<file path="config.mk">
export PLATFORM = sky130hd
export DESIGN_NAME = arlr_place
export DESIGN_NICKNAME = d
export VERILOG_FILES = /design/src/design/arlr_pkg.sv /design/src/design/arlr_place.sv
export SDC_FILE = /design/constraint.sdc
export NUM_CORES = 1
export LEC_CHECK = 0
export BUFFER_PORTS_ARGS = -buffer_cell sky130_fd_sc_hd__buf_2
export CORE_MARGIN = 8
export CORE_UTILIZATION = 30
export DETAILED_ROUTE_END_ITERATION = 8
export GPL_ROUTABILITY_DRIVEN = 0
export PLACE_DENSITY = 0.58
export SLEW_MARGIN = 25
export SYNTH_ARGS = -nofsm -noshare
export SYNTH_HDL_FRONTEND = slang
export SYNTH_SLANG_ARGS = --single-unit
</file>
<file path="constraint.sdc">
create_clock -name vclk -period 14.9
set_input_delay 1.49 -clock vclk [all_inputs]
set_output_delay 1.49 -clock vclk [all_outputs]
set_load 0.01 [all_outputs]
</file>
<file path="src/design/arlr_pkg.sv">
// Package of types, constants and helpers for the layout resolver.
`timescale 1ns / 1ps

package arlr_pkg;

    localparam int MAX_ELEMENTS = 64;
    localparam int IDX_W        = 6;
    localparam int ADDR_W       = $clog2(MAX_ELEMENTS);
    localparam int COORD_W      = 16;
    localparam int DIM_W        = 15;
    localparam int FILL_W       = 16;
    localparam int CFILL_W      = 15;
    localparam int FLAGS_W      = 10;
    localparam int STATUS_W     = 2;
    localparam int WIDE_W       = 20;

    localparam logic [CFILL_W-1:0] FILL_ONE = CFILL_W'(16384);
    localparam logic [IDX_W:0]     ELEM_LIMIT = (IDX_W + 1)'(MAX_ELEMENTS);

    // Status codes.
    localparam logic [STATUS_W-1:0] ST_OK       = 2'd0;
    localparam logic [STATUS_W-1:0] ST_BAD_ELEM = 2'd1;
    localparam logic [STATUS_W-1:0] ST_BAD_ANCH = 2'd2;

    // Alignment flag positions.
    localparam int FLG_IN_L  = 0;
    localparam int FLG_IN_R  = 1;
    localparam int FLG_IN_T  = 2;
    localparam int FLG_IN_B  = 3;
    localparam int FLG_OUT_L = 4;
    localparam int FLG_OUT_R = 5;
    localparam int FLG_OUT_T = 6;
    localparam int FLG_OUT_B = 7;
    localparam int FLG_HCTR  = 8;
    localparam int FLG_VCTR  = 9;

    // Configuration register indexes.
    localparam int REG_IDX_W = 1;
    localparam logic [REG_IDX_W-1:0] REG_SCREEN_W = 1'd0;
    localparam logic [REG_IDX_W-1:0] REG_SCREEN_H = 1'd1;
    localparam int PADDR_W = 3;
    localparam int PDATA_W = 32;

    localparam logic [DIM_W-1:0] SCREEN_W_RST = DIM_W'(640);
    localparam logic [DIM_W-1:0] SCREEN_H_RST = DIM_W'(480);

    typedef struct packed {
        logic signed [COORD_W-1:0] left;
        logic signed [COORD_W-1:0] top;
        logic signed [COORD_W-1:0] right;
        logic signed [COORD_W-1:0] bottom;
    } t_rect;

    typedef struct packed {
        logic [DIM_W-1:0] screen_w;
        logic [DIM_W-1:0] screen_h;
    } t_cfg;

    typedef struct packed {
        logic [IDX_W-1:0]          element_index;
        logic [IDX_W-1:0]          anchor_index;
        logic signed [COORD_W-1:0] offset_left;
        logic signed [COORD_W-1:0] offset_top;
        logic [DIM_W-1:0]          rect_width;
        logic [DIM_W-1:0]          rect_height;
        logic [FLAGS_W-1:0]        align_flags;
        logic                      is_texture;
        logic signed [FILL_W-1:0]  fill_width;
        logic signed [FILL_W-1:0]  fill_height;
    } t_job;

    typedef struct packed {
        t_rect               rect;
        logic [CFILL_W-1:0]  clamped_fill_width;
        logic [CFILL_W-1:0]  clamped_fill_height;
        logic [STATUS_W-1:0] status;
    } t_result;

    // Saturate a wide signed sum to a 16-bit edge.
    function automatic logic signed [COORD_W-1:0] sat_coord(input logic signed [WIDE_W-1:0] v);
        logic all_same;
        all_same = (&v[WIDE_W-1:COORD_W-1]) | ~(|v[WIDE_W-1:COORD_W-1]);
        if (all_same) begin
            sat_coord = v[COORD_W-1:0];
        end else if (v[WIDE_W-1]) begin
            sat_coord = {1'b1, {(COORD_W-1){1'b0}}};
        end else begin
            sat_coord = {1'b0, {(COORD_W-1){1'b1}}};
        end
    endfunction

    // Clamp a Q2.14 fill to the range zero to one.
    function automatic logic [CFILL_W-1:0] clamp_fill(input logic signed [FILL_W-1:0] f);
        if (f[FILL_W-1]) begin
            clamp_fill = '0;
        end else if (f[CFILL_W-1:0] > FILL_ONE) begin
            clamp_fill = FILL_ONE;
        end else begin
            clamp_fill = f[CFILL_W-1:0];
        end
    endfunction

endpackage

</file>
<file path="src/design/arlr_place.sv">
// Placement logic: anchor select, alignment, saturation and fill clamp.
`timescale 1ns / 1ps

module arlr_place (
    input  arlr_pkg::t_job    i_job,
    input  arlr_pkg::t_rect   i_anchor,
    input  arlr_pkg::t_cfg    i_cfg,
    output arlr_pkg::t_result o_res,
    output logic              o_wr_en
);

    localparam int WW = arlr_pkg::WIDE_W;

    arlr_pkg::t_rect        screen;
    arlr_pkg::t_rect        anc;
    logic signed [WW-1:0]   a_l, a_t, a_r, a_b;
    logic signed [WW-1:0]   w_s, h_s;
    logic signed [WW-1:0]   dx, dy, dx_adj, dy_adj;
    logic signed [WW-1:0]   left_w, top_w;
    logic                   bad_elem, bad_anch;
    logic [arlr_pkg::FLAGS_W-1:0] fl;
    logic [arlr_pkg::CFILL_W-1:0] fw, fh;

    assign screen.left   = '0;
    assign screen.top    = '0;
    assign screen.right  = arlr_pkg::COORD_W'(i_cfg.screen_w);
    assign screen.bottom = arlr_pkg::COORD_W'(i_cfg.screen_h);

    // Slot zero always follows the registers, never the table.
    assign anc = (i_job.anchor_index == '0) ? screen : i_anchor;

    assign a_l = WW'(anc.left);
    assign a_t = WW'(anc.top);
    assign a_r = WW'(anc.right);
    assign a_b = WW'(anc.bottom);
    assign w_s = WW'(i_job.rect_width);
    assign h_s = WW'(i_job.rect_height);
    assign fl  = i_job.align_flags;

    // Halve toward zero: bias negative spans by one before the shift.
    assign dx     = a_r - a_l;
    assign dy     = a_b - a_t;
    assign dx_adj = dx + {{(WW-1){1'b0}}, dx[WW-1]};
    assign dy_adj = dy + {{(WW-1){1'b0}}, dy[WW-1]};

    always_comb begin
        left_w = a_l + WW'(i_job.offset_left);
        if (fl[arlr_pkg::FLG_IN_L])  left_w = a_l;
        if (fl[arlr_pkg::FLG_IN_R])  left_w = a_r - w_s;
        if (fl[arlr_pkg::FLG_OUT_L]) left_w = a_l - w_s;
        if (fl[arlr_pkg::FLG_OUT_R]) left_w = a_r;
        if (fl[arlr_pkg::FLG_HCTR])  left_w = a_l + (dx_adj >>> 1) - (w_s >>> 1);
    end

    always_comb begin
        top_w = a_t + WW'(i_job.offset_top);
        if (fl[arlr_pkg::FLG_IN_T])  top_w = a_t;
        if (fl[arlr_pkg::FLG_IN_B])  top_w = a_b - h_s;
        if (fl[arlr_pkg::FLG_OUT_T]) top_w = a_t - h_s;
        if (fl[arlr_pkg::FLG_OUT_B]) top_w = a_b;
        if (fl[arlr_pkg::FLG_VCTR])  top_w = a_t + (dy_adj >>> 1) - (h_s >>> 1);
    end

    assign bad_elem = {1'b0, i_job.element_index} >= arlr_pkg::ELEM_LIMIT;
    assign bad_anch = ({1'b0, i_job.anchor_index} >= arlr_pkg::ELEM_LIMIT) ||
                      ((i_job.element_index != '0) &&
                       (i_job.anchor_index >= i_job.element_index));

    assign fw = i_job.is_texture ? arlr_pkg::clamp_fill(i_job.fill_width)  : '0;
    assign fh = i_job.is_texture ? arlr_pkg::clamp_fill(i_job.fill_height) : '0;

    always_comb begin
        o_res   = '0;
        o_wr_en = 1'b0;
        priority if (bad_elem) begin
            o_res.status = arlr_pkg::ST_BAD_ELEM;
        end else if (bad_anch) begin
            o_res.status = arlr_pkg::ST_BAD_ANCH;
        end else if (i_job.element_index == '0) begin
            o_res.rect                = screen;
            o_res.clamped_fill_width  = fw;
            o_res.clamped_fill_height = fh;
            o_res.status              = arlr_pkg::ST_OK;
        end else begin
            o_res.rect.left           = arlr_pkg::sat_coord(left_w);
            o_res.rect.top            = arlr_pkg::sat_coord(top_w);
            o_res.rect.right          = arlr_pkg::sat_coord(left_w + w_s);
            o_res.rect.bottom         = arlr_pkg::sat_coord(top_w + h_s);
            o_res.clamped_fill_width  = fw;
            o_res.clamped_fill_height = fh;
            o_res.status              = arlr_pkg::ST_OK;
            o_wr_en                   = 1'b1;
        end
    end

endmodule

</file>
== After elaboration in Yosys (flattened, before gate mapping) ==
Index checks and enable logic that the tools add are counted.

* Latch bits: 0
* Flip-flop bits (word level): 0
* Memories: 0
* Bits in read-only memories: 0
* Input port bits: 211
* Memory bits (writable): 0
* Output and inout port bits: 97

* Multiply operators: 0
* Shift operators: 0
* Reductions and logical operators: 12
* Muxes and demuxes: 30
* Order comparisons: 3
* Divide/modulo/power cells: 0
* $add $sub $neg: 16
* Equal/unequal tests: 0
* Bitwise logic cells: 8

{| class="wikitable"
|+ Operators by type and width
! kind !! count
|-
| 20-bit two-way mux || 10
|-
| 16-bit two-way mux || 8
|-
| 16-bit by 16-bit subtractor with 17-bit output || 6
|-
| 96-bit two-way mux || 1
|-
| 94-bit two-way mux || 1
|-
| 15-bit two-way mux || 6
|-
| 64-bit two-way mux || 1
|-
| 20-bit by 16-bit adder with 20-bit output || 2
|-
| 18-bit by 15-bit subtractor with 19-bit output || 2
|-
| 16-bit by 17-bit adder with 18-bit output || 2
|-
| 17-bit by 2-bit adder with 18-bit output || 2
|-
| 16-bit by 16-bit adder with 17-bit output || 2
|-
| 15-bit > comparator, second input constant || 2
|-
| 5-bit AND reduction || 4
|-
| 5-bit OR reduction || 4
|-
| 6-bit logical NOT || 2
|-
| 6-bit greater-or-equal comparator || 1
|-
| 6-bit nonzero test || 1
|-
| 1-bit inverter || 4
|-
| 1-bit bitwise OR || 4
|-
| 1-bit two-way mux || 2
|-
| 2-bit two-way mux || 1
|-
| 1-bit logical AND || 1
|}

== Depth between registers and ports, before layout ==
* Word-level depth: 15
* Depth in mapped cells: 47

== Worst setup path after synthesis ==
Ideal clock, no wire load.

* Path kind: input to output
* From: in i_job[107] in the netlist's numbering
* To: out o_res[35] in the netlist's numbering
* Data arrival time: 10.288 ns
* Stages: 41
* Data required time: 13.410 ns
* Slack: 3.122 ns
* Buffers on the path: 4
* Cell sequence: nor4_1 -> nand2_1 -> clkbuf_1 -> clkbuf_1 -> clkbuf_1 -> buf_1 -> mux2i_1 -> ha_1 -> fa_1 -> nand2b_1 -> a21boi_0 -> o21ai_0 -> a211oi_1 -> a311o_1 -> a21o_1 -> a21oi_1 -> o21ai_0 -> nor2_1 -> [... 5 more ...] -> fa_1 -> ha_1 -> a2111o_1 -> o211ai_1 -> a21oi_1 -> o221ai_1 -> nand2b_1 -> xnor2_1 -> a21oi_1 -> nor3_1 -> inv_1 -> ha_1 -> and2_1 -> a221oi_1 -> nand4_1 -> a221oi_1 -> a211oi_2 -> o311ai_0

{| class="wikitable"
|+ RTL lines
! item !! RTL line !! RTL
|-
| from (decl) || arlr_place.sv:5 || <nowiki>input arlr_pkg::t_job i_job,</nowiki>
|-
| to (decl) || arlr_place.sv:8 || <nowiki>output arlr_pkg::t_result o_res,</nowiki>
|}

==> flow_summary_export.csv <==
group,metric,value,unit
global_route,antenna_found_initial,1,
die,core_area,0.0462,mm2
logic_synthesis,syn-num-nets,2450,
setup_path,start_kind,"input pin",
sta,worst_pin_slew,0.813,ns
logic_synthesis,synth.area.mux_share,0.0357,
logic_synthesis,syn_area,0.0139,mm2
sta,timing.hold.ws,3.28,ns
place,hpwl,49300,um
logic_synthesis,synthDistinctLibCells,100,
routing,drt_iter0_markers,1121,
routing,dr_wl_met2,23500,um
logic_synthesis,syn_inst,1997,
sta,max_freq,72.9,MHz
cells_and_area,syn2layout_area_growth,15.1,%
die,dieArea,0.0536,mm2
die,ios,308,
cells_and_area,final_common_cell,"buf_2",
die,die_h,231,um
sta,hold_viol,0,
sta,setup_viol,0,
logic_synthesis,yosys.area.top_type,"ha_1",
logic_synthesis,synth_fa_ha_area_frac,0.238,
logic_synthesis,ys_top_cells_by_area,"ha_1 (18%), a21oi_1 (6.0%), xnor2_1 (5.8%)",
routing,postRouteAntennaNets,0,
die,initial_utilization,0.302,
global_route,grt_pass1_wl,85600,um
setup_path,cp_data_arrival_time,12.23,ns
cells_and_area,layout.nets,2709,
die,die_width,231,um
cells_and_area,seqCellArea,0,um2
run_status,status,"finished, final reports clean",
setup_path,worstSetupEndpointType,"output port",
cells_and_area,nFlopsAndLatches,0,
place,portBuffers,307,
cells_and_area,drive_gt1_frac,0.184,
logic_synthesis,synth_compound_area_frac,0.331,
logic_synthesis,yosysTopAreaCellShare,0.183,
global_route,grt_max_degree,37,
global_route,grt_use_total,0.198,
logic_synthesis,synth_top_family_by_area,"compound AO/OA/AOI/OAI gates",
die,rows,79,
routing,routed_wl,56500,um
logic_synthesis,ys_warn_count,0,
sta,fin_tns_setup,0,ns
setup_path,slowest_stage,"mux2i_1",
routing,wl_per_cell,19.8,um
global_route,grt_overflow,0,
sta,slew-limit-headroom,0.451,
power,pwr_density_cell,110,mW/mm2
setup_path,slowest_delay,0.54,ns
routing,vias_per_cell,5.51,
routing,firstDrtPassIters,5,
place,place_area,0.0160,mm2
power,power,1.77,mW
cells_and_area,final_cell_area,0.0160,mm2
power,leakage,7.81,nW
routing,met3_length,4400,um
cells_and_area,antennaDiodeCount,0,
hold_path,hold_path.class,"input pin to output port",
logic_synthesis,synth_xor_area_frac,0.104,
routing,drc,0,
cells_and_area,fillers,5056,
cells_and_area,final_cell_mix,"buf_2 (307), ha_1 (204), inv_1 (195)",
routing,dr_total_vias,15800,
global_route,grt_pass1_vias,15000,
setup_path,critPathMaxFanout,35,
logic_synthesis,synth_simple_gate_area_share,0.218,
routing,wl_met1,27100,um
sta,fin_crit,13.72,ns
job,maxCapViolCount,0,
sta,rsz0062_at_grt,"false",
logic_synthesis,seq_area_frac_synth,0,
logic_synthesis,synth.avg_cell_area,6.98,um2
setup_path,required,13.41,ns
clocking,cts_hold_buf,0,
cells_and_area,clockBufferCount,0,
sta,min_period_over_period,0.921,
sta,drv_slew,0,
clocking,post_cts_resized,0,
clocking,cts_setup_buffers,0,
setup_path,path_class,"input pin to output port",
routing,routed.top_layer,"met4",
power,ir_drop,0.0000619,V
-- stage by stage --
step,util,setup slack (ns),cells
global placement,0.347,1.63,2861
CTS,0.347,1.25,2861
detailed placement,0.347,1.31,2861
finish,0.347,1.18,2861
global route,0.347,0.366,2861
floorplan,-,3.12,1997
-- Yosys cell counts (all sizes together), types with 37 or more instances --
cell type / n
clkbuf: 43
a21o: 60
xor2: 71
o21a: 48
nand2: 177
nand2b: 43
xnor2: 94
ha: 204
a21oi: 169
inv: 196
nand3: 37
a211oi: 48
and2: 44
o21ai: 147
fa: 38
nor2: 158
-- routing by layer --
metal / track usage / vias up
li1: - / 7729
met2: 0.303 / 637
met5: 0 / -
met3: 0.0347 / 71
met1: 0.283 / 7315
met4: 0.0471 / 0
-- report_power, final --
group | leakage (nW) | internal, mW | switching, mW
combinational | 7.81 | 0.707 | 1.06
clock | 0 | 0 | 0
sequential | 0 | 0 | 0
-- final timing paths --
kind	start	slack, ns	to	depth (start not counted)
setup / recovery	i_job[107]	1.18	o_res[55]	44
hold / removal	i_job[0]	3.28	o_res[2]	3
-- kinds of logic after synthesis --
logic type,count (synthesis)
simple gates,618
compound gates,669
buf+inv,256
fa+ha+maj,242
other cells,1
xor+xnor,165
mux,46
-- cell type report --
| type | count | area, um2 | share of cell area |
|---|---|---|---|
| repair buffers | 315 | 1600 | 0.0996 |
| inverters | 198 | 743 | 0.0464 |
| well taps | 607 | 759 | 0.0474 |
| multi-input cells | 1741 | 12900 | 0.807 |
-- critical path: cells and delay by family --
family,cells,cell delay [ns]
mux,1,0.54
xor+xnor,3,0.70
simple gates,12,2.39
compound gates,19,4.51
buf+inv,4,0.77
fa+ha+maj,5,1.76
Power figures use the tool's default switching activity.
