==> src/design/arlr_pkg.sv <==
// Package of types, constants and helpers for the layout resolver.
`timescale 1ns / 1ps

package arlr_pkg;

    localparam int MAX_ELEMENTS = 64;
    localparam int IDX_W        = 6;
    localparam int ADDR_W       = $clog2(MAX_ELEMENTS);
    localparam int COORD_W      = 16;
    localparam int DIM_W        = 15;
    localparam int FILL_W       = 16;
    localparam int CFILL_W      = 15;
    localparam int FLAGS_W      = 10;
    localparam int STATUS_W     = 2;
    localparam int WIDE_W       = 20;

    localparam logic [CFILL_W-1:0] FILL_ONE = CFILL_W'(16384);
    localparam logic [IDX_W:0]     ELEM_LIMIT = (IDX_W + 1)'(MAX_ELEMENTS);

    // Status codes.
    localparam logic [STATUS_W-1:0] ST_OK       = 2'd0;
    localparam logic [STATUS_W-1:0] ST_BAD_ELEM = 2'd1;
    localparam logic [STATUS_W-1:0] ST_BAD_ANCH = 2'd2;

    // Alignment flag positions.
    localparam int FLG_IN_L  = 0;
    localparam int FLG_IN_R  = 1;
    localparam int FLG_IN_T  = 2;
    localparam int FLG_IN_B  = 3;
    localparam int FLG_OUT_L = 4;
    localparam int FLG_OUT_R = 5;
    localparam int FLG_OUT_T = 6;
    localparam int FLG_OUT_B = 7;
    localparam int FLG_HCTR  = 8;
    localparam int FLG_VCTR  = 9;

    // Configuration register indexes.
    localparam int REG_IDX_W = 1;
    localparam logic [REG_IDX_W-1:0] REG_SCREEN_W = 1'd0;
    localparam logic [REG_IDX_W-1:0] REG_SCREEN_H = 1'd1;
    localparam int PADDR_W = 3;
    localparam int PDATA_W = 32;

    localparam logic [DIM_W-1:0] SCREEN_W_RST = DIM_W'(640);
    localparam logic [DIM_W-1:0] SCREEN_H_RST = DIM_W'(480);

    typedef struct packed {
        logic signed [COORD_W-1:0] left;
        logic signed [COORD_W-1:0] top;
        logic signed [COORD_W-1:0] right;
        logic signed [COORD_W-1:0] bottom;
    } t_rect;

    typedef struct packed {
        logic [DIM_W-1:0] screen_w;
        logic [DIM_W-1:0] screen_h;
    } t_cfg;

    typedef struct packed {
        logic [IDX_W-1:0]          element_index;
        logic [IDX_W-1:0]          anchor_index;
        logic signed [COORD_W-1:0] offset_left;
        logic signed [COORD_W-1:0] offset_top;
        logic [DIM_W-1:0]          rect_width;
        logic [DIM_W-1:0]          rect_height;
        logic [FLAGS_W-1:0]        align_flags;
        logic                      is_texture;
        logic signed [FILL_W-1:0]  fill_width;
        logic signed [FILL_W-1:0]  fill_height;
    } t_job;

    typedef struct packed {
        t_rect               rect;
        logic [CFILL_W-1:0]  clamped_fill_width;
        logic [CFILL_W-1:0]  clamped_fill_height;
        logic [STATUS_W-1:0] status;
    } t_result;

    // Saturate a wide signed sum to a 16-bit edge.
    function automatic logic signed [COORD_W-1:0] sat_coord(input logic signed [WIDE_W-1:0] v);
        logic all_same;
        all_same = (&v[WIDE_W-1:COORD_W-1]) | ~(|v[WIDE_W-1:COORD_W-1]);
        if (all_same) begin
            sat_coord = v[COORD_W-1:0];
        end else if (v[WIDE_W-1]) begin
            sat_coord = {1'b1, {(COORD_W-1){1'b0}}};
        end else begin
            sat_coord = {1'b0, {(COORD_W-1){1'b1}}};
        end
    endfunction

    // Clamp a Q2.14 fill to the range zero to one.
    function automatic logic [CFILL_W-1:0] clamp_fill(input logic signed [FILL_W-1:0] f);
        if (f[FILL_W-1]) begin
            clamp_fill = '0;
        end else if (f[CFILL_W-1:0] > FILL_ONE) begin
            clamp_fill = FILL_ONE;
        end else begin
            clamp_fill = f[CFILL_W-1:0];
        end
    endfunction

endpackage

==> src/design/arlr_cfg_regs.sv <==
// APB register block holding the screen size.
`timescale 1ns / 1ps

module arlr_cfg_regs (
    input  logic                           i_clk,
    input  logic                           i_rst_n,
    input  logic                           psel,
    input  logic                           penable,
    input  logic                           pwrite,
    input  logic [arlr_pkg::PADDR_W-1:0]   paddr,
    input  logic [arlr_pkg::PDATA_W-1:0]   pwdata,
    output logic [arlr_pkg::PDATA_W-1:0]   prdata,
    output logic                           pready,
    output arlr_pkg::t_cfg                 o_cfg
);

    logic [arlr_pkg::DIM_W-1:0]     r_screen_w;
    logic [arlr_pkg::DIM_W-1:0]     r_screen_h;
    logic [arlr_pkg::REG_IDX_W-1:0] reg_idx;
    logic                           wr_en;

    assign pready  = 1'b1;
    assign reg_idx = paddr[arlr_pkg::PADDR_W-1:arlr_pkg::PADDR_W-arlr_pkg::REG_IDX_W];
    assign wr_en   = psel & penable & pwrite & pready;

    always_ff @(posedge i_clk) begin
        if (!i_rst_n) begin
            r_screen_w <= arlr_pkg::SCREEN_W_RST;
            r_screen_h <= arlr_pkg::SCREEN_H_RST;
        end else if (wr_en) begin
            unique case (reg_idx)
                arlr_pkg::REG_SCREEN_W: r_screen_w <= pwdata[arlr_pkg::DIM_W-1:0];
                arlr_pkg::REG_SCREEN_H: r_screen_h <= pwdata[arlr_pkg::DIM_W-1:0];
            endcase
        end
    end

    always_comb begin
        unique case (reg_idx)
            arlr_pkg::REG_SCREEN_W: prdata = arlr_pkg::PDATA_W'(r_screen_w);
            arlr_pkg::REG_SCREEN_H: prdata = arlr_pkg::PDATA_W'(r_screen_h);
        endcase
    end

    assign o_cfg.screen_w = r_screen_w;
    assign o_cfg.screen_h = r_screen_h;

endmodule

==> config.mk <==
export PLATFORM = sky130hd
export DESIGN_NAME = arlr_cfg_regs
export DESIGN_NICKNAME = d
export VERILOG_FILES = /design/src/design/arlr_pkg.sv /design/src/design/arlr_cfg_regs.sv
export SDC_FILE = /design/constraint.sdc
export NUM_CORES = 1
export LEC_CHECK = 0
export BUFFER_PORTS_ARGS = -buffer_cell sky130_fd_sc_hd__buf_2
export CAP_MARGIN = 30
export CELL_PAD_IN_SITES_DETAIL_PLACEMENT = 1
export CELL_PAD_IN_SITES_GLOBAL_PLACEMENT = 1
export CORE_MARGIN = 2
export CORE_UTILIZATION = 26
export DETAILED_ROUTE_END_ITERATION = 8
export PLACE_DENSITY = 0.79
export SKIP_CTS_REPAIR_TIMING = 1
export SLEW_MARGIN = 25
export SYNTH_ARGS = -nofsm -noshare
export SYNTH_HDL_FRONTEND = slang
export SYNTH_SLANG_ARGS = --single-unit
export TNS_END_PERCENT = 30
==> constraint.sdc <==
create_clock -name i_clk -period 1 [get_ports i_clk]
set_clock_uncertainty 0.15 [all_clocks]
set_input_delay 0.15 -clock i_clk [delete_from_list [all_inputs] [get_ports i_clk]]
set_output_delay 0.15 -clock i_clk [all_outputs]
set_load 0.005 [all_outputs]
## Word level (Yosys, flattened, before mapping)

Cells that the tools add are included.

- Flip-flop bits (word level): 30
- Input bits: 40

- Reductions and logical operators: 2
- Multiplexer cells: 1
- Bitwise gates (word level): 3

Operators with widths:

| kind | count |
|---|---|
| $pmux 32 s2 | 1 |
| $reduce_and 2->1 | 2 |
| $and 1x1->1 | 2 |
| $not 1->1 | 1 |

## Depth between registers and ports, before layout

Gate-level depths: netlist of run 1.

- Depth in word-level cells: 3
- Gate-level depth with buffers: 5
- Gate-level depth less buffers: 2

## Least setup slack after synthesis of run 1

Ideal clock, no wire load.

- Path kind: input to register
- Start: input port paddr[2] (netlist name)
- End: register r_screen_w[3] (netlist name)
- Required time: 0.778 ns
- Buffers on the path: 3
- Stages on the path: 5
- Setup slack: -0.156 ns
- Arrival time: 0.934 ns
- Cell sequence: buf_6 > and4b_1 > buf_6 > buf_12 > mux2i_1

- Word-level cells in the longest chain between the ends: 2

Ends and longest elaborated chain:

| item | line | RTL |
|---|---|---|
| start, declared | arlr_cfg_regs.sv:10 | `input logic [arlr_pkg::PADDR_W-1:0] paddr,` |
| $not 1->1 | - |  |
| $reduce_and 2->1 (no line) | - |  |
| end signal, assigned | arlr_cfg_regs.sv:28 | `r_screen_w <= arlr_pkg::SCREEN_W_RST;` |
| end signal, assigned | arlr_cfg_regs.sv:32 | `arlr_pkg::REG_SCREEN_W: r_screen_w <= pwdata[arlr_pkg::DIM_W-1:0];` |
| end, declared | arlr_cfg_regs.sv:17 | `logic [arlr_pkg::DIM_W-1:0] r_screen_w;` |

Every way passes these cells.
A chain may end at the register's enable or synchronous reset.

## Final worst setup path of run 1

- Start: register r_screen_h[8] (netlist name)
- End: output port prdata[8] (netlist name)

- Word-level cells in the longest chain between the ends: 1

Ends and longest elaborated chain:

| item | line | RTL |
|---|---|---|
| start, declared | arlr_cfg_regs.sv:18 | `logic [arlr_pkg::DIM_W-1:0] r_screen_h;` |
| start signal, assigned | arlr_cfg_regs.sv:29 | `r_screen_h <= arlr_pkg::SCREEN_H_RST;` |
| start signal, assigned | arlr_cfg_regs.sv:33 | `arlr_pkg::REG_SCREEN_H: r_screen_h <= pwdata[arlr_pkg::DIM_W-1:0];` |
| $pmux 32 s2 | arlr_cfg_regs.sv:39 | `unique case (reg_idx)` |
| end, declared | arlr_cfg_regs.sv:12 | `output logic [arlr_pkg::PDATA_W-1:0] prdata,` |

Every way passes these cells. The select of a mux whose other input is x is not followed.

==> impl_summary.md, run 1 <==
Run status
The flow ran to the end, but the final reports show violations. The final reports fail on hold timing, setup timing.

Drt
The per-cell routed wire length is 13.8 um. The sum of routed wire length over all layers is 4560 um. The residual antenna-violating net count after detailed routing is 0. The mean number of vias per cell is 4.27.

After detailed routing, the number of remaining DRC violations is 0. The count of TritonRoute iterations in the first routing pass is 2. The routed layout has 1413 vias. The initial detailed-routing violation count is 8.

Synthesis
The number of distinct library cell variants in the gate-level netlist after synthesis is 14. The area share of the largest cell type after synthesis is 39.3%. In this run, synthesis inferred 0 flip-flops with an integrated enable. Synthesis handed over a netlist of 157 instances.

By area the synthesized netlist is led by dfxtp_1 (39%), mux2i_1 (20%), mux2_2 (11%), nand2_1 (9.3%), buf_4 (8.8%). For this run, the register share of the synthesized area comes to 39.3%. After synthesis, the share of flip-flops with an asynchronous set or reset is 0%.

Counting flops and latches in the post-synthesis netlist gives 30. Dividing the synthesized area by the synthesized cell count gives 9.73 um^2. The dominant cell type by area after synthesis is dfxtp_1.

After synthesis, the most frequently instantiated cells are nand2_1 (38), dfxtp_1 (30), mux2i_1 (30). For this run, the number of Yosys warnings is 0. nand2_1 is the most common cell in the netlist. The synthesized area is 0.00153 mm^2. The dominant register cell in the synthesized netlist is dfxtp_1.

Die
The floorplan step defined a die boundary enclosing 0.00651 mm^2. The floorplan die width is 80.7 um. The initial cell density of the core is 27.4%. The floorplan has 27 rows. The number of top-level design ports is 103. The total area inside the core boundary comes to 0.00557 mm^2. The y dimension of the die is 80.7 um.

STA
The hold violation count in the final report was 3. Setup repair after global routing could not meet its margin everywhere. The clock period minus worst slack is 1.31 ns.

The max-slew violation count is 0. After layout, the worst setup slack is -0.307 ns. Across all hold checks on the routed design, the worst slack comes to -0.0104 ns. After layout, the worst path uses 131% of the clock period. The setup TNS is -7.38 ns. Setup violations remaining at the end of the flow were counted as 45. The fmax is 765 MHz.

Critical path
STA puts the critical path data required time at 0.70 ns. The path type of the worst setup path is flop to primary output. The endpoint kind of the worst setup timing path is a primary output. The highest net fanout along the worst path is 2. The data arrival time of the critical path is 1.01 ns. The type of element launching the critical path is a flop.

Cells and area
The area growth from synthesis to layout is 69.2%. The final core area utilization is 46.4%. The post-route cell area is 0.00258 mm^2. The number of diodes added for antenna fixing is 0. Cells with a size suffix above 1 make up 57.5% of the layout. The layout has 645 filler cells.

The net count of the finished layout is 298.

CTS
The H-tree depth is 2. The clock tree root driver cell is clkbuf_8. The later pin in the worst-skew pair is clocked with a latency of 0.27 ns. In this run the deepest clock path goes through 2 buffers. The clock drives 30 sinks. The number of buffers created by CTS is 5.

TritonCTS built the clock tree. The clock transition at the registers of the reported paths is 0.07 ns.

Global routing
The first-pass GRT wire length is 6240 um. Across every metal layer, demand over resource in global routing totals 12.6%. The number of antenna violations at the first check in global routing is 0. The number of global-route vias before repair is 1374. The largest net degree at the start of global routing is 33.

Global routing finished with a remaining overflow of 0.

Placed design
The congestion estimate from routability-driven global placement came to 0.656. In this run the cell area measured after placement is 0.00214 mm^2. The half-perimeter wire length of the detailed placement result is 3230 um. In this run the tool buffered the top-level ports with 65 buffer cells.

Worst hold path
The kind of path behind the tightest hold check is input pin to flop.

Pwr
The power per cell area is 1030 mW/mm^2. The maximum ir drop on the vdd rail is 0.550 mV. In this run the static leakage power is 1.23 nW.

Flow run
The tool flagged a number of max-cap violations equal to 0.
-- worst paths after layout --
kind | start | end | slack [ns] | depth (start not counted)
min reg2reg | r_screen_w[0]$_SDFFE_PN0P_ | r_screen_w[0]$_SDFFE_PN0P_ | 0.32 | 2
max | r_screen_h[8]$_SDFFE_PN1P_ | prdata[8] | -0.31 | 2
max reg2reg | r_screen_h[8]$_SDFFE_PN1P_ | r_screen_h[8]$_SDFFE_PN1P_ | 0.09 | 3
min | pwdata[14] | r_screen_h[14]$_SDFFE_PN0P_ | -0.01 | 3
-- metrics by stage --
stage	hold slack (ns)	instances	setup slack [ns]	power [mW]
floorplan	0.142	173	-0.152	1.48
global placement	0.265	316	-0.237	1.62
detailed placement	0.272	316	-0.284	1.63
CTS	-0.0256	324	-0.296	2.64
global route	0.00165	331	-0.340	2.81
finish	-0.0104	331	-0.307	2.66
-- per-layer routing --
metal / part of all wire (%) / up-vias / track usage, %
met5: 0 / - / 0
met4: 0.59 / 0 / 3.05
met3: 7.6 / 4 / 4.27
met2: 54 / 55 / 23.4
met1: 38 / 669 / 13.6
li1: - / 685 / -
-- registers in the layout (all words and copies together), names as in the netlist --
register,count
r_screen_h,15
r_screen_w,15
-- worst max-delay path, stage by stage (launching register included) --
cell,delay (ns)
dfxtp_2,0.33
mux2_2,0.27
buf_2,0.13
-- cell usage in the layout (no fill, tap or decap), drive strengths merged --
| master | instances |
|---|---|
| buf | 102 |
| nand2 | 38 |
| mux2i | 30 |
| dfxtp | 30 |
| conb | 18 |
| mux2 | 15 |
| nor2b | 11 |
| clkbuf | 7 |
| dlygate4sd3 | 4 |
| and4b | 1 |
| and4 | 1 |
| nand4 | 1 |
| clkinv | 1 |
-- power by group --
part           internal [mW]  leakage (nW)  total [mW]  switching [mW]
clock network          0.554        0.0482       0.988           0.434
logic                  0.250         0.933       0.432           0.182
registers               1.23         0.249        1.24          0.0184
total                   2.03          1.23        2.66           0.634
-- final cells by class --
type                       count  area [um^2]  area share (%)
tap                           72         90.1            3.48
sequential                    30          631            24.4
clock inverter                 1         5.00           0.194
timing repair buffer         106          975            37.7
clock buffer                   7         86.3            3.34
multi-input combinational    115          798            30.9
-- logic make-up after synthesis --
group / after synthesis / share of synthesized area [%]
buf+inv: 28 / 13.6
other cells: 2 / 0.492
flops: 30 / 39.3
simple gates: 52 / 15.9
mux: 45 / 30.7
Note: power is estimated with default switching activity, not from simulation.
==> run 2: changes to the inputs <==
Settings changed: PLACE_DENSITY 0.79 to default, PLACE_DENSITY_LB_ADDON from default to 0.1.
==> run 2 against run 1 <==
Against the previous run: the run still ends with hold timing, setup timing left; first-iteration DRC count increased by 140%; fmax rose by 1.7%; register-to-register slack improved by 0.03 ns; largest cell class unchanged; flip-flop and latch count stayed put.
==> impl_summary.md, run 2 (synthesis gave the netlist of run 1 again) <==
STA
The final setup slack of the worst path was -0.285 ns (+0.0218 ns). The share of the clock period used by the worst path came to 129% (-2.2 points). The clock period minus worst slack was 1.29 ns (-0.0218 ns). The hold violation count in the final report is 7 (+4). The worst-case hold slack is -0.0183 ns (-0.00781 ns). The max-slew violation count was 0 (unchanged). The fmax is 778 MHz (+1.7%). The number of setup violations in the final report is 45 (unchanged). Setup repair after global routing could not meet its margin everywhere.

Placed design
The half-perimeter wire length of the detailed placement result was 3490 um (+8.0%). The area after detailed placement is 0.00216 mm^2 (+0.82%). The pre-CTS worst setup slack is -0.252 ns (+0.0322 ns).

The placed cell count is 320 (+1.3%). The count of port buffers added during placement was 65 (unchanged). The placer's final routability congestion estimate is 0.708 (+7.8%).

Pwr
The internal power contribution is 1.96 mW (-3.5%). The power per cell area came to 1000 mW/mm^2 (-2.6%). The net switching fraction of the power is 24.0% (+0.15 points). The maximum ir drop on the vdd rail is 0.586 mV (+6.5%). The sequential cell fraction of total power is 48.3% (+1.6 points).

The proportion of power drawn by combinational gates was 17.0% (+0.8 points). The power dissipated by switching net loads was 0.617 mW (-2.7%). The portion of total power attributed to the clock network is 34.7% (-2.4 points).

The leakage power is 1.22 nW (-0.61%). The final total power is 2.58 mW (-3.3%).

Global routing
The layer flagged by global routing as most heavily used is met2. The routing usage on met2 came to 25.9% (+2.5 points). The met1 demand-to-capacity share in global routing came to 14.6% (+0.92 points).

The met3 demand-to-capacity share in global routing was 1.46% (-2.8 points). The final global-route overflow total is 0 (unchanged). The number of antenna violations at the first check in global routing is 0 (unchanged). The largest net degree at the start of global routing came to 23 (-30%). The first-pass GRT wire length came to 6620 um (+6.0%).

The aggregate global-route resource usage is 13.4% (+0.79 points). The number of global-route vias before repair is 1426 (+3.8%).

Die
The number of standard-cell rows in the floorplan is 27 (unchanged). The area inside the core boundary came to 0.00557 mm^2 (unchanged). The y dimension of the die is 80.7 um (unchanged). The number of top-level design ports came to 103 (unchanged).

The initial cell density of the core came to 27.4% (unchanged). The floorplan die width is 80.7 um (unchanged). The full die area is 0.00651 mm^2 (unchanged).

CTS
CTS placed an instance of clkbuf_8 at the clock tree root. The count of clock tree sinks is 30 (unchanged). The clock tree from TritonCTS is built. The number of buffers between clock root and the deepest sink is 2 (unchanged). The number of buffers created by CTS is 5 (unchanged). The H-tree depth is 2 (unchanged). The clock transition at the registers of the reported paths is 0.06 ns (about the same).

The source-to-sink clock delay at the later pin of the worst-skew pair came to 0.28 ns (about the same).

Cells and area
The post-route cell area was 0.00257 mm^2 (-0.73%). The count of filler cells inserted in the layout is 649 (+0.62%). The net count reported at finish is 297 (-0.34%). The fraction of final layout cells with drive strength greater than 1 came to 58.0% (+0.45 points). The top cell types in the final layout, fill and taps aside, are buf_6 (51), nand2_1 (38), buf_2 (36). The commonest non-fill, non-tap cell in the layout is buf_6.

The count of non-filler cells in the finished layout is 329 (-0.60%). The number of diodes added for antenna fixing is 0 (unchanged). The largest registers in the layout are r_screen_h x15, r_screen_w x15. The relative area change from synthesis to final layout is 68.0%.

Run status
The final reports fail on hold timing, setup timing. The run finished, with violations left.

Worst hold path
The startpoint identified for the worst hold timing path is pwdata[9]. The path class of the tightest hold or removal check is input pin to flop.

Critical path
The highest net fanout along the worst path is 3 (+1). The worst setup path is of the flop to primary output kind. The endpoint kind of the worst setup timing path is a primary output.

The startpoint of the most critical setup path is r_screen_w[0]$_SDFFE_PN0P_. The worst setup path is launched from a flop. The data arrival time of the critical path is 0.99 ns (-0.02 ns). The worst register-to-register path begins at r_screen_h[7]$_SDFFE_PN1P_. The worst path required time was 0.70 ns (about the same).

Drt
The mean number of vias per cell is 4.22 (-1.0%). The count of TritonRoute iterations in the first routing pass is 4 (+2). The DRC violation count after routing is 0 (unchanged). The via count of the routed design was 1390 (-1.6%).

The initial detailed-routing violation count is 19 (+11). The sum of routed wire length over all layers is 4550 um (-0.13%). The residual antenna-violating net count after detailed routing came to 0 (unchanged). The per-cell routed wire length is 13.8 um (+0.48%).

Flow run
The number of max-cap violations is 0 (unchanged).
run 2: changes by cell type in the layout (fill, tap and decap cells not counted), sizes merged:
cell	change
buf	+1
clkinv	-1
dlygate4sd3	-2
run 2: final cells by class:
class                           instances  area (um^2)  share of cell area (%)
Clock buffer                            7         76.3                    2.97
Timing Repair Buffer                  105          970                    37.8
Sequential cell                        30          632                    24.6
Multi-Input combinational cell        115          798                    31.1
Tap cell                               72         90.1                    3.51
run 2: final timing paths:
path	endpoint	slack (ns)	cells after the start
setup / recovery	prdata[0]	-0.29	2
hold reg to reg	r_screen_w[3]$_SDFFE_PN0P_	0.32	2
setup reg to reg	r_screen_h[7]$_SDFFE_PN1P_	0.12	3
hold / removal	r_screen_h[9]$_SDFFE_PN0P_	-0.02	3
run 2: power groups by stage:
stage | clock network (mW) | registers (mW) | logic (mW)
final | 0.893 | 1.24 | 0.438
after global routing | 0.968 | 1.25 | 0.477
after CTS | 0.920 | 1.24 | 0.376
after detailed placement | 0 | 1.26 | 0.374
after global placement | 0 | 1.26 | 0.361
after floorplan | 0 | 1.27 | 0.216
run 2: metrics by stage:
stage	setup TNS [ns]	hold WS [ns]	utilization [%]
after detailed placement	-8.60	0.276	38.7
final	-7.22	-0.0183	46.0
after CTS	-8.21	-0.0205	40.0
after global routing	-8.41	0.00726	46.0
after floorplan	-2.75	0.142	-
after global placement	-7.20	0.262	38.7
run 2: metal layers:
| layer | part of all wire (%) | routed length [um] |
|---|---|---|
| met1 | 38 | 1720 |
| met2 | 57 | 2580 |
| met3 | 4.0 | 184 |
| met4 | 1.5 | 68 |
| met5 | 0 | 0 |
run 2: critical path: stages (launching register included):
cell,delay [ns]
dfxtp_2,0.33
mux2_2,0.26
buf_6,0.12
==> run 3: changes to the inputs <==
Settings changed: PLACE_DENSITY from default to 0.82, PLACE_DENSITY_LB_ADDON 0.1 to default, SKIP_LAST_GASP from default to 1.
==> run 3 against run 2 <==
Against the previous run: cell count grew 1.5%; via count is 0.43% higher; global-route usage fell by 0.22 points; the run still ends with hold timing, setup timing left; combinational power is 8.7% lower; wire length fell by 3.4%; design area is 8.0% lower.
==> impl_summary.md, run 3 (synthesis gave the netlist of run 1 again) <==
Run status
The checks that failed: hold timing, setup timing. The run finished, with violations left.

Die
The y dimension of the die was 80.7 um (unchanged). The area inside the core boundary came to 0.00557 mm^2 (unchanged). The full die area was 0.00651 mm^2 (unchanged). The number of standard-cell rows in the floorplan came to 27 (unchanged). The floorplan die width came to 80.7 um (unchanged). The initial cell density of the core is 27.4% (unchanged). The number of top-level design ports is 103 (unchanged).

Placed design
The count of port buffers added during placement is 65 (unchanged). The half-perimeter wire length of the detailed placement result is 3350 um (-4.0%). The placer's final routability congestion estimate is 0.762 (+7.7%).

STA
The share of the clock period used by the worst path is 129% (+0.13 points). The final setup slack of the worst path is -0.287 ns (-0.00133 ns). The fmax is 777 MHz (-0.10%). The number of setup violations in the final report is 45 (unchanged). The worst-case hold slack is -0.00986 ns (+0.00839 ns).

The max-slew violation count is 0 (unchanged). The hold violation count in the final report is 3 (-4). The setup TNS came to -7.55 ns (-0.335 ns). The clock period minus worst slack is 1.29 ns (+0.00133 ns). Setup repair after global routing could not meet its margin everywhere.

Flow run
The number of max-cap violations is 0 (unchanged).

Critical path
The worst setup path is captured at a primary output. The highest net fanout along the worst path is 2 (-1). The signal on the critical path passes through mux2_4 > buf_6.

The worst path required time was 0.70 ns (about the same). The combined buffer and inverter count along the critical path is 1 (unchanged). The path type of the worst setup path is flop to primary output.

For this design, the slowest cell found on the critical path is dfxtp_1. The logic depth of the worst setup path including buffers is 2 (unchanged). Broken down by cell family, the worst path's largest delay share belongs to flip-flops. The largest stage delay on the critical path is 0.32 ns (about the same).

The logic depth of the worst register-to-register path is 3 (unchanged). The data arrival time of the critical path is 0.99 ns (about the same). The type of element launching the critical path is a flop.

Cells and area
The net count reported at finish is 303 (+2.0%). The number of diodes added for antenna fixing is 0 (unchanged). The area growth from synthesis to layout is 54.5%. The largest registers in the layout are r_screen_h x15, r_screen_w x15. The library cells used most frequently in the layout, excluding fill and tap cells, are buf_2 (59), buf_4 (39), nand2_1 (38). Leaving out fill and tap cells, the most frequent cell in the layout is buf_2.

The fraction of final layout cells with drive strength greater than 1 came to 55.7% (-2.3 points). The count of filler cells inserted in the layout is 679 (+4.6%).

Drt
The per-cell routed wire length came to 13.2 um (-4.9%). The count of TritonRoute iterations in the first routing pass is 3 (-1). The mean number of vias per cell came to 4.18 (-1.1%).

The initial detailed-routing violation count came to 11 (-8). The via count of the routed design is 1396 (+0.43%). The residual antenna-violating net count after detailed routing is 0 (unchanged). The sum of routed wire length over all layers is 4400 um (-3.4%). The DRC violation count after routing is 0 (unchanged).

Pwr
The maximum ir drop on the vdd rail came to 0.520 mV (-11%). The leakage power is 1.20 nW (-2.2%). The power per cell area is 1090 mW/mm^2 (+8.9%). The final total power is 2.58 mW (+0.23%).

CTS
The clock tree root driver cell is clkbuf_8. The source-to-sink clock delay at the later pin of the worst-skew pair came to 0.27 ns (about the same). The number of buffers created by CTS is 5 (unchanged). TritonCTS built the clock tree. The H-tree depth is 2 (unchanged). The number of buffers between clock root and the deepest sink is 2 (unchanged). The clock transition at the registers of the reported paths was 0.06 ns (about the same).

The count of clock tree sinks is 30 (unchanged).

Global routing
The first-pass GRT wire length is 6530 um (-1.3%). The aggregate global-route resource usage is 13.2% (-0.22 points). The largest net degree at the start of global routing is 26 (+13%). The number of antenna violations at the first check in global routing was 0 (unchanged).

The final global-route overflow total was 0 (unchanged). The number of global-route vias before repair is 1453 (+1.9%).

Worst hold path
In this run the worst hold path is classified as input pin to flop. The instance count along the most critical hold path came to 3 (unchanged).
[run 3: path summary, 6_finish.rpt]
check                                                start                          to  slack, ns
worst max-delay path            r_screen_w[1]$_SDFFE_PN0P_                   prdata[1]      -0.29
worst min-delay path                             pwdata[9]  r_screen_h[9]$_SDFFE_PN0P_      -0.01
worst max register to register  r_screen_h[8]$_SDFFE_PN1P_  r_screen_h[8]$_SDFFE_PN1P_       0.11
worst min register to register  r_screen_h[1]$_SDFFE_PN0P_  r_screen_h[1]$_SDFFE_PN0P_       0.33
[run 3: worst register-to-register path, delay by kind of cell (launching register included)]
kind                   cells  cell delay (ns)
buffers and inverters      1             0.13
flip-flops                 1             0.32
multiplexers               1             0.07
AND/OR/NAND/NOR            1             0.10
[run 3: power by group]
part           internal [mW]  switching, mW
Clock                  0.530          0.413
Combinational          0.224          0.176
Sequential              1.22         0.0150
Total                   1.98          0.603
[run 3: area by class of cell]
cell class	instances	area [um^2]	share of cell area, %
clock buffers	6	82.6	3.50
flip-flops and latches	30	621	26.3
repair buffers	111	766	32.4
well taps	72	90.1	3.82
multi-input cells	115	802	34.0
[run 3: metal layers]
layer	vias up	GRT usage, %	share of wire, %
li1	688	-	-
met1	658	13.0	37
met2	48	26.2	56
met3	2	3.37	5.6
met4	0	4.58	0.77
met5	-	0	0
[run 3: metrics by stage]
stage                     area [um^2]  setup slack [ns]  instances  util (%)
after floorplan                  1590            -0.152        173         -
after global placement           2150            -0.265        322      38.5
after detailed placement         2150            -0.259        322      38.5
after CTS                        2230            -0.307        328      40.0
after global routing             2360            -0.327        334      42.4
final                            2360            -0.287        334      42.4
